**config.mk**
```make
export PLATFORM = sky130hd
export DESIGN_NAME = joint_angle_pid_effort_unit_flat
export DESIGN_NICKNAME = d
export VERILOG_FILES = /design/src/sv/japid_pkg.sv /design/src/sv/japid_ifs.sv /design/src/sv/japid_track.sv /design/src/sv/joint_angle_pid_effort_unit.sv /design/src/flat_wrapper.sv
export SDC_FILE = /design/constraint.sdc
export NUM_CORES = 2
export LEC_CHECK = 0
export ABC_AREA = 1
export BUFFER_PORTS_ARGS = -buffer_cell sky130_fd_sc_hd__buf_2
export CAP_MARGIN = 30
export CORE_MARGIN = 2
export CORE_UTILIZATION = 50
export CTS_BUF_LIST = sky130_fd_sc_hd__clkbuf_8
export DETAILED_ROUTE_END_ITERATION = 10
export GPL_ROUTABILITY_DRIVEN = 0
export PLACE_DENSITY_LB_ADDON = 0.12
export SLEW_MARGIN = 20
export SYNTH_ARGS = -nofsm -noshare
export SYNTH_HDL_FRONTEND = slang
export SYNTH_SLANG_ARGS = --single-unit
```
**constraint.sdc**
```tcl
create_clock -name clk -period 14.95 [get_ports clk]
set_input_delay 2.99 -clock clk [delete_from_list [all_inputs] [get_ports clk]]
set_output_delay 2.99 -clock clk [all_outputs]
set_load 0.02 [all_outputs]
```
**src/sv/japid_pkg.sv**
```systemverilog
// Shared types, constants and helpers of the joint angle PID effort unit.
package japid_pkg;

  localparam int ANGLE_BITS     = 16;
  localparam int GAIN_BITS      = 16;
  localparam int LIMIT_BITS     = 32;
  localparam int DRIVE_BITS     = 15;
  localparam int REG_DATA_BITS  = 32;
  localparam int REG_INDEX_BITS = 3;

  localparam logic OP_SET  = 1'b0;
  localparam logic OP_TICK = 1'b1;

  typedef enum logic [REG_INDEX_BITS-1:0] {
    REG_PROP_GAIN    = 3'd0,
    REG_INTEG_GAIN   = 3'd1,
    REG_DERIV_GAIN   = 3'd2,
    REG_INTEG_UPPER  = 3'd3,
    REG_INTEG_LOWER  = 3'd4,
    REG_TARGET_UPPER = 3'd5,
    REG_TARGET_LOWER = 3'd6,
    REG_DRIVE_LIMIT  = 3'd7
  } cfg_reg_t;

  // Limits used by the error and integrator stage.
  typedef struct packed {
    logic signed [LIMIT_BITS-1:0] integ_upper;
    logic signed [LIMIT_BITS-1:0] integ_lower;
    logic signed [ANGLE_BITS-1:0] target_upper;
    logic signed [ANGLE_BITS-1:0] target_lower;
  } track_cfg_t;

  // The integrator must hold both the saturated sum and any 32-bit limit value.
  function automatic int integ_width(input int sum_bits);
    return (sum_bits > LIMIT_BITS) ? sum_bits : LIMIT_BITS;
  endfunction

endpackage

```
**src/sv/japid_ifs.sv**
```systemverilog
// Command and result channel interfaces of the joint angle PID effort unit.
interface japid_cmd_if import japid_pkg::*; ();
  logic                         valid;
  logic                         ready;
  logic                         op;
  logic signed [ANGLE_BITS-1:0] target_angle;
  logic signed [ANGLE_BITS-1:0] measured_angle;
  logic                         sample_ok;

  modport source (output valid, op, target_angle, measured_angle, sample_ok, input ready);
  modport sink (input valid, op, target_angle, measured_angle, sample_ok, output ready);
endinterface

interface japid_res_if import japid_pkg::*; ();
  logic                         valid;
  logic                         ready;
  logic signed [ANGLE_BITS-1:0] effort;
  logic signed [ANGLE_BITS-1:0] angle_error;
  logic                         saturated;

  modport source (output valid, effort, angle_error, saturated, input ready);
  modport sink (input valid, effort, angle_error, saturated, output ready);
endinterface

```
**src/sv/japid_track.sv**
```systemverilog
// Target store, wrapped angle error, clamped integrator and error difference.
module japid_track import japid_pkg::*; #(
  parameter int SUM_BITS = 32
) (
  input  logic                                      clk,
  input  logic                                      rst,
  input  track_cfg_t                                cfg,
  input  logic                                      load,
  input  logic                                      op,
  input  logic signed [ANGLE_BITS-1:0]              target_angle,
  input  logic signed [ANGLE_BITS-1:0]              measured_angle,
  input  logic                                      sample_ok,
  output logic signed [ANGLE_BITS-1:0]              angle_error,
  output logic signed [integ_width(SUM_BITS)-1:0]   integ_sum,
  output logic signed [ANGLE_BITS:0]                error_diff
);

  localparam int IW = integ_width(SUM_BITS);
  localparam int RW = IW + 1;
  localparam logic signed [RW-1:0] SUM_MAX =
    {{(RW-SUM_BITS+1){1'b0}}, {(SUM_BITS-1){1'b1}}};
  localparam logic signed [RW-1:0] SUM_MIN = ~SUM_MAX;

  logic signed [ANGLE_BITS-1:0] target;
  logic signed [IW-1:0]         error_sum;
  logic signed [ANGLE_BITS-1:0] previous_error;

  logic signed [ANGLE_BITS-1:0] target_next;
  logic signed [ANGLE_BITS-1:0] error_next;
  logic signed [RW-1:0]         sum_raw;
  logic signed [RW-1:0]         sum_sat;
  logic signed [RW-1:0]         integ_lo;
  logic signed [RW-1:0]         integ_hi;
  logic signed [IW-1:0]         sum_next;
  logic signed [ANGLE_BITS:0]   diff_next;

  always_comb begin
    target_next = target_angle;
    if (target_next < cfg.target_lower) target_next = cfg.target_lower;
    if (target_next > cfg.target_upper) target_next = cfg.target_upper;

    // Modular subtraction gives the shortest error; half a turn reads negative.
    error_next = target - measured_angle;

    sum_raw = RW'(error_sum) + RW'(error_next);
    sum_sat = sum_raw;
    if (sum_raw > SUM_MAX) sum_sat = SUM_MAX;
    if (sum_raw < SUM_MIN) sum_sat = SUM_MIN;
    integ_lo = RW'(cfg.integ_lower);
    integ_hi = RW'(cfg.integ_upper);
    if (sum_sat < integ_lo) sum_sat = integ_lo;
    if (sum_sat > integ_hi) sum_sat = integ_hi;
    sum_next = sum_sat[IW-1:0];

    diff_next = (ANGLE_BITS+1)'(error_next) - (ANGLE_BITS+1)'(previous_error);
  end

  always_ff @(posedge clk) begin
    if (rst) begin
      target         <= '0;
      error_sum      <= '0;
      previous_error <= '0;
    end else if (load) begin
      if (op == OP_SET) begin
        target <= target_next;
      end else if (sample_ok) begin
        error_sum      <= sum_next;
        previous_error <= error_next;
      end
    end
  end

  always_ff @(posedge clk) begin
    if (load) begin
      angle_error <= error_next;
      integ_sum   <= sum_next;
      error_diff  <= diff_next;
    end
  end

endmodule

```
**src/sv/joint_angle_pid_effort_unit.sv**
```systemverilog
// Top level of the joint angle PID effort unit: registers, pipeline and output stage.
//
//   Channel  Direction  Carries                                       Transaction when
//   cmd      in         op, target_angle, measured_angle, sample_ok   cmd.valid && cmd.ready
//   res      out        effort, angle_error, saturated                res.valid && res.ready
//   wr_*     in         wr_index, wr_data                             wr_en
//
// One command is taken per cycle while a stall on res does not hold cmd.ready low; a tick
// result passes the state update and product registers into the result register.
// Stages: input register, error and integrator update, three products, sum and saturation.
// The target, integrator and previous error update in the second stage, so the next
// command always sees the state left by the one before it.
// Reset clears the pipeline and sets the registers to their defaults; a stall on res
// holds every stage that cannot move.
module joint_angle_pid_effort_unit import japid_pkg::*; #(
  parameter int GAIN_FRAC_BITS = 8,
  parameter int SUM_BITS       = 32
) (
  input  logic                      clk,
  input  logic                      rst,
  input  logic                      wr_en,
  input  logic [REG_INDEX_BITS-1:0] wr_index,
  input  logic [REG_DATA_BITS-1:0]  wr_data,
  japid_cmd_if.sink                 cmd,
  japid_res_if.source               res
);

  localparam int IW = integ_width(SUM_BITS);
  localparam int PW = GAIN_BITS + ANGLE_BITS;
  localparam int IPW = GAIN_BITS + IW;
  localparam int DPW = GAIN_BITS + ANGLE_BITS + 1;
  localparam int AW = IPW + 2;

  // Configuration registers
  logic signed [GAIN_BITS-1:0] prop_gain;
  logic signed [GAIN_BITS-1:0] integ_gain;
  logic signed [GAIN_BITS-1:0] deriv_gain;
  logic        [DRIVE_BITS-1:0] drive_limit;
  track_cfg_t                  track_cfg;

  always_ff @(posedge clk) begin
    if (rst) begin
      prop_gain              <= '0;
      integ_gain             <= '0;
      deriv_gain             <= '0;
      track_cfg.integ_upper  <= '0;
      track_cfg.integ_lower  <= '0;
      track_cfg.target_upper <= {1'b0, {(ANGLE_BITS-1){1'b1}}};
      track_cfg.target_lower <= {1'b1, {(ANGLE_BITS-1){1'b0}}};
      drive_limit            <= '1;
    end else if (wr_en) begin
      unique case (cfg_reg_t'(wr_index))
        REG_PROP_GAIN:    prop_gain <= wr_data[GAIN_BITS-1:0];
        REG_INTEG_GAIN:   integ_gain <= wr_data[GAIN_BITS-1:0];
        REG_DERIV_GAIN:   deriv_gain <= wr_data[GAIN_BITS-1:0];
        REG_INTEG_UPPER:  track_cfg.integ_upper <= wr_data[LIMIT_BITS-1:0];
        REG_INTEG_LOWER:  track_cfg.integ_lower <= wr_data[LIMIT_BITS-1:0];
        REG_TARGET_UPPER: track_cfg.target_upper <= wr_data[ANGLE_BITS-1:0];
        REG_TARGET_LOWER: track_cfg.target_lower <= wr_data[ANGLE_BITS-1:0];
        REG_DRIVE_LIMIT:  drive_limit <= wr_data[DRIVE_BITS-1:0];
        default: ;
      endcase
    end
  end

  // Pipeline flow control: a stage loads when it is empty or its content moves on.
  logic v1, v2, v3, ov;
  logic take_out, ld3, ld2, ld1;

  assign take_out  = !ov || res.ready;
  assign ld3       = !v3 || take_out;
  assign ld2       = !v2 || ld3;
  assign ld1       = !v1 || ld2;
  assign cmd.ready = ld1;

  // Stage 1: input register
  logic                         s1_op;
  logic signed [ANGLE_BITS-1:0] s1_target_angle;
  logic signed [ANGLE_BITS-1:0] s1_measured_angle;
  logic                         s1_sample_ok;

  always_ff @(posedge clk) begin
    if (rst) begin
      v1 <= 1'b0;
    end else if (ld1) begin
      v1 <= cmd.valid;
    end
  end

  always_ff @(posedge clk) begin
    if (ld1 && cmd.valid) begin
      s1_op             <= cmd.op;
      s1_target_angle   <= cmd.target_angle;
      s1_measured_angle <= cmd.measured_angle;
      s1_sample_ok      <= cmd.sample_ok;
    end
  end

  // Stage 2: state update; only valid ticks go further down the pipeline.
  logic                         s2_load;
  logic signed [ANGLE_BITS-1:0] s2_error;
  logic signed [IW-1:0]         s2_sum;
  logic signed [ANGLE_BITS:0]   s2_diff;

  assign s2_load = v1 && ld2;

  japid_track #(
    .SUM_BITS (SUM_BITS)
  ) u_track (
    .clk            (clk),
    .rst            (rst),
    .cfg            (track_cfg),
    .load           (s2_load),
    .op             (s1_op),
    .target_angle   (s1_target_angle),
    .measured_angle (s1_measured_angle),
    .sample_ok      (s1_sample_ok),
    .angle_error    (s2_error),
    .integ_sum      (s2_sum),
    .error_diff     (s2_diff)
  );

  always_ff @(posedge clk) begin
    if (rst) begin
      v2 <= 1'b0;
    end else if (ld2) begin
      v2 <= v1 && (s1_op == OP_TICK) && s1_sample_ok;
    end
  end

  // Stage 3: products
  logic signed [PW-1:0]         p_prop;
  logic signed [IPW-1:0]        p_integ;
  logic signed [DPW-1:0]        p_deriv;
  logic signed [ANGLE_BITS-1:0] s3_error;

  always_ff @(posedge clk) begin
    if (rst) begin
      v3 <= 1'b0;
    end else if (ld3) begin
      v3 <= v2;
    end
  end

  always_ff @(posedge clk) begin
    if (ld3 && v2) begin
      p_prop   <= prop_gain * s2_error;
      p_integ  <= integ_gain * s2_sum;
      p_deriv  <= deriv_gain * s2_diff;
      s3_error <= s2_error;
    end
  end

  // Stage 4: sum, floor shift and symmetric saturation into the result register.
  logic signed [AW-1:0]         acc;
  logic signed [AW-1:0]         eff;
  logic signed [AW-1:0]         lim_pos;
  logic signed [AW-1:0]         lim_neg;
  logic signed [ANGLE_BITS-1:0] effort_next;
  logic                         sat_next;

  always_comb begin
    acc     = AW'(p_prop) + AW'(p_integ) + AW'(p_deriv);
    eff     = acc >>> GAIN_FRAC_BITS;
    lim_pos = signed'(AW'(drive_limit));
    lim_neg = -lim_pos;
    sat_next = 1'b0;
    effort_next = eff[ANGLE_BITS-1:0];
    if (eff > lim_pos) begin
      effort_next = lim_pos[ANGLE_BITS-1:0];
      sat_next    = 1'b1;
    end
    if (eff < lim_neg) begin
      effort_next = lim_neg[ANGLE_BITS-1:0];
      sat_next    = 1'b1;
    end
  end

  always_ff @(posedge clk) begin
    if (rst) begin
      ov <= 1'b0;
    end else if (take_out) begin
      ov <= v3;
    end
  end

  always_ff @(posedge clk) begin
    if (take_out && v3) begin
      res.effort      <= effort_next;
      res.angle_error <= s3_error;
      res.saturated   <= sat_next;
    end
  end

  assign res.valid = ov;

endmodule
```
**src/flat_wrapper.sv**
```systemverilog
// flat-port wrapper written by rule: the top's interface ports become plain ports
module joint_angle_pid_effort_unit_flat import japid_pkg::*;
#(
  parameter int GAIN_FRAC_BITS = 8,
  parameter int SUM_BITS       = 32
)
  (clk, rst, wr_en, wr_index, wr_data, cmd_valid, cmd_op, cmd_target_angle, cmd_measured_angle, cmd_sample_ok, cmd_ready, res_valid, res_effort, res_angle_error, res_saturated, res_ready);
  japid_cmd_if cmd_i ();
  japid_res_if res_i ();
  input  logic clk;
  input  logic rst;
  input  logic wr_en;
  input  logic [REG_INDEX_BITS-1:0] wr_index;
  input  logic [REG_DATA_BITS-1:0] wr_data;
  input wire logic [$bits(cmd_i.valid)-1:0] cmd_valid;
  input wire logic [$bits(cmd_i.op)-1:0] cmd_op;
  input wire logic [$bits(cmd_i.target_angle)-1:0] cmd_target_angle;
  input wire logic [$bits(cmd_i.measured_angle)-1:0] cmd_measured_angle;
  input wire logic [$bits(cmd_i.sample_ok)-1:0] cmd_sample_ok;
  output wire logic [$bits(cmd_i.ready)-1:0] cmd_ready;
  output wire logic [$bits(res_i.valid)-1:0] res_valid;
  output wire logic [$bits(res_i.effort)-1:0] res_effort;
  output wire logic [$bits(res_i.angle_error)-1:0] res_angle_error;
  output wire logic [$bits(res_i.saturated)-1:0] res_saturated;
  input wire logic [$bits(res_i.ready)-1:0] res_ready;
  assign cmd_i.valid = cmd_valid;
  assign cmd_i.op = cmd_op;
  assign cmd_i.target_angle = cmd_target_angle;
  assign cmd_i.measured_angle = cmd_measured_angle;
  assign cmd_i.sample_ok = cmd_sample_ok;
  assign cmd_ready = cmd_i.ready;
  assign res_valid = res_i.valid;
  assign res_effort = res_i.effort;
  assign res_angle_error = res_i.angle_error;
  assign res_saturated = res_i.saturated;
  assign res_i.ready = res_ready;
  joint_angle_pid_effort_unit #(.GAIN_FRAC_BITS(GAIN_FRAC_BITS), .SUM_BITS(SUM_BITS)) u_core (.clk(clk), .rst(rst), .wr_en(wr_en), .wr_index(wr_index), .wr_data(wr_data), .cmd(cmd_i), .res(res_i));
endmodule
```
# Word level (Yosys, flattened, before mapping)
# Index checks and enable logic that the tools add are counted.
dict set report op_classes {
  addsub 6
  mul 3
  n_lt_le_gt_ge 8
  eq_ne 7
  mux 9
  bitwise_logic 1
  n_reduce_logical 25
}
# operator n
set op_table {}
lappend op_table {{$mux W33} 3}
lappend op_table {{$mux W16} 4}
lappend op_table {{$add A49 B33 Y50} 1}
lappend op_table {{$lt A42 B50 Y1} 1}
lappend op_table {{$neg A15 Y50} 1}
lappend op_table {{$add A32 B48 Y49} 1}
lappend op_table {{$mul A16 B32 Y48} 1}
lappend op_table {{$gt A42 B16 Y1} 1}
lappend op_table {{$add A32 B16 Y33} 1}
lappend op_table {{$gt A33 B32 Y1} 1}
lappend op_table {{$gt A33 B32 Y1 const B} 1}
lappend op_table {{$lt A33 B32 Y1} 1}
lappend op_table {{$lt A33 B32 Y1 const B} 1}
lappend op_table {{$mul A16 B17 Y33} 1}
lappend op_table {{$mul A16 B16 Y32} 1}
lappend op_table {{$mux W32} 1}
lappend op_table {{$reduce_and A2 Y1} 9}
lappend op_table {{$sub A16 B16 Y17} 1}
lappend op_table {{$gt A16 B16 Y1} 1}
lappend op_table {{$lt A16 B16 Y1} 1}
lappend op_table {{$sub A16 B16 Y16} 1}
lappend op_table {{$eq A3 B3 Y1 const B} 4}
lappend op_table {{$eq A3 B2 Y1 const B} 2}
lappend op_table {{$logic_and A1 B1 Y1} 6}
lappend op_table {{7 further kinds} 13}
dict set report totals {
  reg_bits 488
  input_bits 74
  out_inout_bits 35
  word_cells 88
}

# Longest topological paths before layout
dict set report depth {
  depth_word 9
  ltp_mapped 62
  mapped_depth_nobuf 59
}

# Modules after synthesis
# From an unflattened synthesis, not the netlist that was laid out.
dict set report unflattened {
  cells_unflattened 8854
  area_unflattened_um2 70068.5
}
# mod instances cells_each area_each_um2 seq_area_each_um2
set modules_own_cells {}
lappend modules_own_cells {joint_angle_pid_effort_unit 1 7127 57647.8 9148.8}
lappend modules_own_cells {japid_track 1 1727 12420.7 3233.1}

# Worst setup path before layout
# No wires, ideal clock.
dict set report synth_timing {
  kind {reg-to-reg}
  startpoint {register u_core.s1_measured_angle[2]}
  endpoint {register u_core.u_track.error_sum[27]}
  setup_time_ns 0.056
  t_arrival_ns 8.098
  required_time_ns 14.894
  path_slack_ns 6.796
  path_stages_with_launch 53
  n_path_buf 3
  period_less_slack_ns 8.154
  path_cell_list {edfxtp_1 inv_1 ha_1 a21oi_1 nand2_1 nand3_1 o2111ai_1 a21oi_1 o21bai_1 nand2_1 nand2_1 a21oi_1 xor2_1 ha_1 a21oi_1 o21ai_1 nand2_1 nand2_1 (+17 left out) buf_2 nand3_1 and2_1 ha_1 nand2_1 nor2_1 nand4_1 nor4b_1 nand3b_1 nand3_1 xnor2_1 nand2_1 inv_1 clkbuf_1 nand2_1 nand3_1 nand2_1 inv_1}
}
dict set report synth_via {
  elab_chain_len 9
  elab_cells_between_ends 10
  classes_between {2 x add/sub; 4 x order compare; 4 x mux}
}
# element line_no
set synth_lines {}
lappend synth_lines {{start: declaration} joint_angle_pid_effort_unit.sv:79} ;# logic signed [ANGLE_BITS-1:0] s1_measured_angle;
lappend synth_lines {{start signal: assignment} joint_angle_pid_effort_unit.sv:94} ;# s1_measured_angle <= cmd.measured_angle;
lappend synth_lines {{$sub A16 B16 Y16 (*)} japid_track.sv:43} ;# error_next = target - measured_angle;
lappend synth_lines {{named net u_core.u_track.error_next[15]} japid_track.sv:29} ;# logic signed [ANGLE_BITS-1:0] error_next;
lappend synth_lines {{$add A32 B16 Y33 (*)} japid_track.sv:45} ;# sum_raw = RW'(error_sum) + RW'(error_next);
lappend synth_lines {{$gt A33 B32 Y1} japid_track.sv:47} ;# if (sum_raw > SUM_MAX) sum_sat = SUM_MAX;
lappend synth_lines {{$mux W33} japid_track.sv:47}
lappend synth_lines {{$mux W33 (*)} japid_track.sv:48} ;# if (sum_raw < SUM_MIN) sum_sat = SUM_MIN;
lappend synth_lines {{$lt A33 B32 Y1} japid_track.sv:51} ;# if (sum_sat < integ_lo) sum_sat = integ_lo;
lappend synth_lines {{$mux W33 (*)} japid_track.sv:51}
lappend synth_lines {{$gt A33 B32 Y1} japid_track.sv:52} ;# if (sum_sat > integ_hi) sum_sat = integ_hi;
lappend synth_lines {{$mux W32 (*)} japid_track.sv:52}
lappend synth_lines {{end signal: assignment} japid_track.sv:67} ;# error_sum <= sum_next;
lappend synth_lines {{end: declaration} japid_track.sv:25} ;# logic signed [IW-1:0] error_sum;
# Mark *: on every way through the listed nets, which the timed path passes. The rest lies on a longest branch.
# A chain may end at the register's enable or synchronous reset.

# Final worst setup path
dict set report layout_timing {
  startpoint {register u_core.s1_measured_angle[2]}
  endpoint {register u_core.u_track.error_sum[16]}
}
# The elaborated chain is that of the path after synthesis.

==> qor.txt <==
post-cts hold buffer count -> 0
gr ovfl total -> 0
number of global-route vias before repair -> 55,800
Rel. slew slack -> 28.8%
drt wl/cell -> 19.0 µm
largest net degree at the start of global routing -> 82
synth cell count leaders -> 1,996 x inv_1, 1,870 x nand2_1, 1,074 x fa_1, 558 x ha_1, 456 x a21oi_1
I/O Buffers -> 108
clock sink total -> 488
die area -> 0.140 mm²
Clock Skew -> 0.102 ns
WS Path Type -> reg -> reg
clk slew on worst S/H paths -> 0.06 ns
Routed Antenna Nets -> 0
Final setup viols -> 0
Die X -> 374 µm
Max Clock Freq -> 97.2 MHz
final net count -> 10,100
Final Hold Fails -> 0
first-pass GRT wire length -> 313,000 µm
area delta synth->final -> 6.07%
setup TNS -> 0 ns
CP Capture Type -> flip-flop
startpoint class of the critical path -> flip-flop
Final Cycle Share -> 68.9%
largest cells by area after synthesis -> fa_1 31%, edfxtp_1 11%, inv_1 11%, nand2_1 10%, ha_1 10%
PD cells -> 95.5 mW/mm²
TritonRoute pass-1 iters -> 6
Worst VDD drop -> 0.245 mV
unique cell type count in the Yosys netlist -> 63
Worst Path Required -> 15.64 ns
HPWL Detailed -> 154,000 µm
vias post-DR -> 53,900
Hold Crit Class -> reg -> reg
wirelength, routed -> 195,000 µm
max-cap viol count -> 0
slowest CP cell -> nor4b_1
ys async rst share -> 0%
clk_lat worst skew -> 0.85 ns
Ports -> 109
number of enable flip-flop cells after synthesis -> 261
critical path fanouts, max -> 33
post-route minimum period -> 10.29 ns
post-CTS sizing -> 0
CTS Buf Count -> 90
Initial DRC Count -> 3,963
Die Y -> 374 µm
CTS max path bufs -> 3
drt drc -> 0
DP Cell Count -> 10,100
Pwr Total -> 6940 µW
CP dominant cell by count -> nand2_1
initial core utilization -> 50.5%
Worst EP arrival -> 10.98 ns
count leader, synth -> inv_1
Synthesis Warnings -> 0
CTS tree -> done
Primary FF master, synth -> edfxtp_1
Syn Inst Count -> 8,411
Syn Area/Cell -> 8.15 µm²
Core ar. -> 0.136 mm²
RSZ-0062 raised after global routing -> false
post-synth top area cell -> fa_1
# H-tree levels -> 3
total track usage -> 28.5%
Worst path max stage delay -> 0.56 ns
sequential share of the synthesized area -> 18.1%
top cell type's share of synthesized area -> 31.4%
Least-Margin Pin Slew -> 1.07 ns
layout cells sized above 1 -> 6.15%
leakage power total -> 0.0358 µW
Root Buffer -> clkbuf_8
antenna violations before repair -> 3
Core Rows -> 135
Vias per Instance -> 5.27
FF+latch count, synth -> 488
Setup Buffers After CTS -> 0
Max Transition Viols Final -> 0
syn_nets -> 10,100
status -> completed
Cell Area, Synth -> 0.0685 mm²
non-filler instance count after layout -> 10,200
-- sequential cells by signal, summed over array words and instances, names as in the netlist, 17 cells and up --
signal                     count
u_core.track_cfg              96
u_core.p_integ                48
u_core.p_deriv                33
u_core.p_prop                 32
u_core.u_track.error_sum      32
u_core.u_track.integ_sum      32
u_core.u_track.error_diff     17
-- final timing paths --
check	slack, ns	end	cells after the start	start
max	4.66	u_core.u_track.error_sum[16]	52	u_core.s1_measured_angle[2]
min	0.41	u_core.res.angle_error[5]	0	u_core.s3_error[5]
max reg2reg	4.66	u_core.u_track.error_sum[16]	52	u_core.s1_measured_angle[2]
min reg2reg	0.41	u_core.res.angle_error[5]	0	u_core.s3_error[5]
-- area by class of cell --
type | count | area, µm²
Fill cell | 13000 | 63100
Multi-Input combinational cell | 5589 | 47300
Sequential cell | 488 | 12400
Inverter | 2028 | 7620
Tap cell | 1781 | 2230
Clock buffer | 105 | 1450
Timing Repair Buffer | 176 | 1200
Clock inverter | 58 | 475
Antenna cell | 6 | 15.0
-- layout by cell type (no fill, tap or decap), types with 51 or more instances in the layout --
cell type / n
xnor2_1: 87
xor2_1: 132
buf_4: 55
nand3_1: 260
inv_1: 2019
clkbuf_8: 105
edfxtp_1: 261
buf_2: 108
nor3_1: 51
a21oi_1: 455
nand2_1: 1870
dfxtp_1: 223
ha_1: 558
o21ai_0: 269
nor2_1: 402
fa_1: 1074
or2_2: 67
-- per-stage QoR --
step / hold WS [ns] / worst slack, ns / util [%] / cell area [µm²]
6_report: 0.410 / 4.66 / 53.5 / 72700
5_1_grt: 0.415 / 3.49 / 53.5 / 72700
4_1_cts: 0.408 / 4.28 / 53.4 / 72500
3_5_place_dp: 0.405 / 4.37 / 52.0 / 70600
3_3_place_gp: 0.401 / 4.83 / 51.9 / 70500
2_1_floorplan: 0.400 / 6.80 / - / 68500
-- power by group --
| group | total [µW] | internal [µW] | switching (µW) |
|---|---|---|---|
| sequential | 1920 | 1610 | 310 |
| combinational | 3630 | 1280 | 2350 |
| clock | 1400 | 753 | 642 |
-- layer usage --
layer | wire [µm] | GRT usage [%]
met1 | 85000 | 39.6
met2 | 89300 | 46.3
met3 | 14600 | 4.65
met4 | 5790 | 8.06
met5 | 0 | 0
-- worst max-delay path, delay by kind of cell, from the launching register on --
kind	cells	cell delay (ns)
xor+xnor	2	0.53
buf+inv	10	1.50
flops	1	0.32
simple gates	25	4.20
compound gates	11	2.27
fa+ha+maj	4	1.33
-- cells by family (layout without fill, tap and decap cells) --
family	Yosys count	in the layout	share of synthesized area, %
AND/OR/NAND/NOR	2843	2843	17.5
buffers and inverters	2334	2367	12.9
adder cells (fa/ha/maj)	1632	1632	41.6
AO/OA/AOI/OAI	891	891	7.08
flip-flops	488	488	18.1
XOR/XNOR	223	223	2.88
other	0	6	0
No activity file was read; power rests on OpenSTA's default activity.
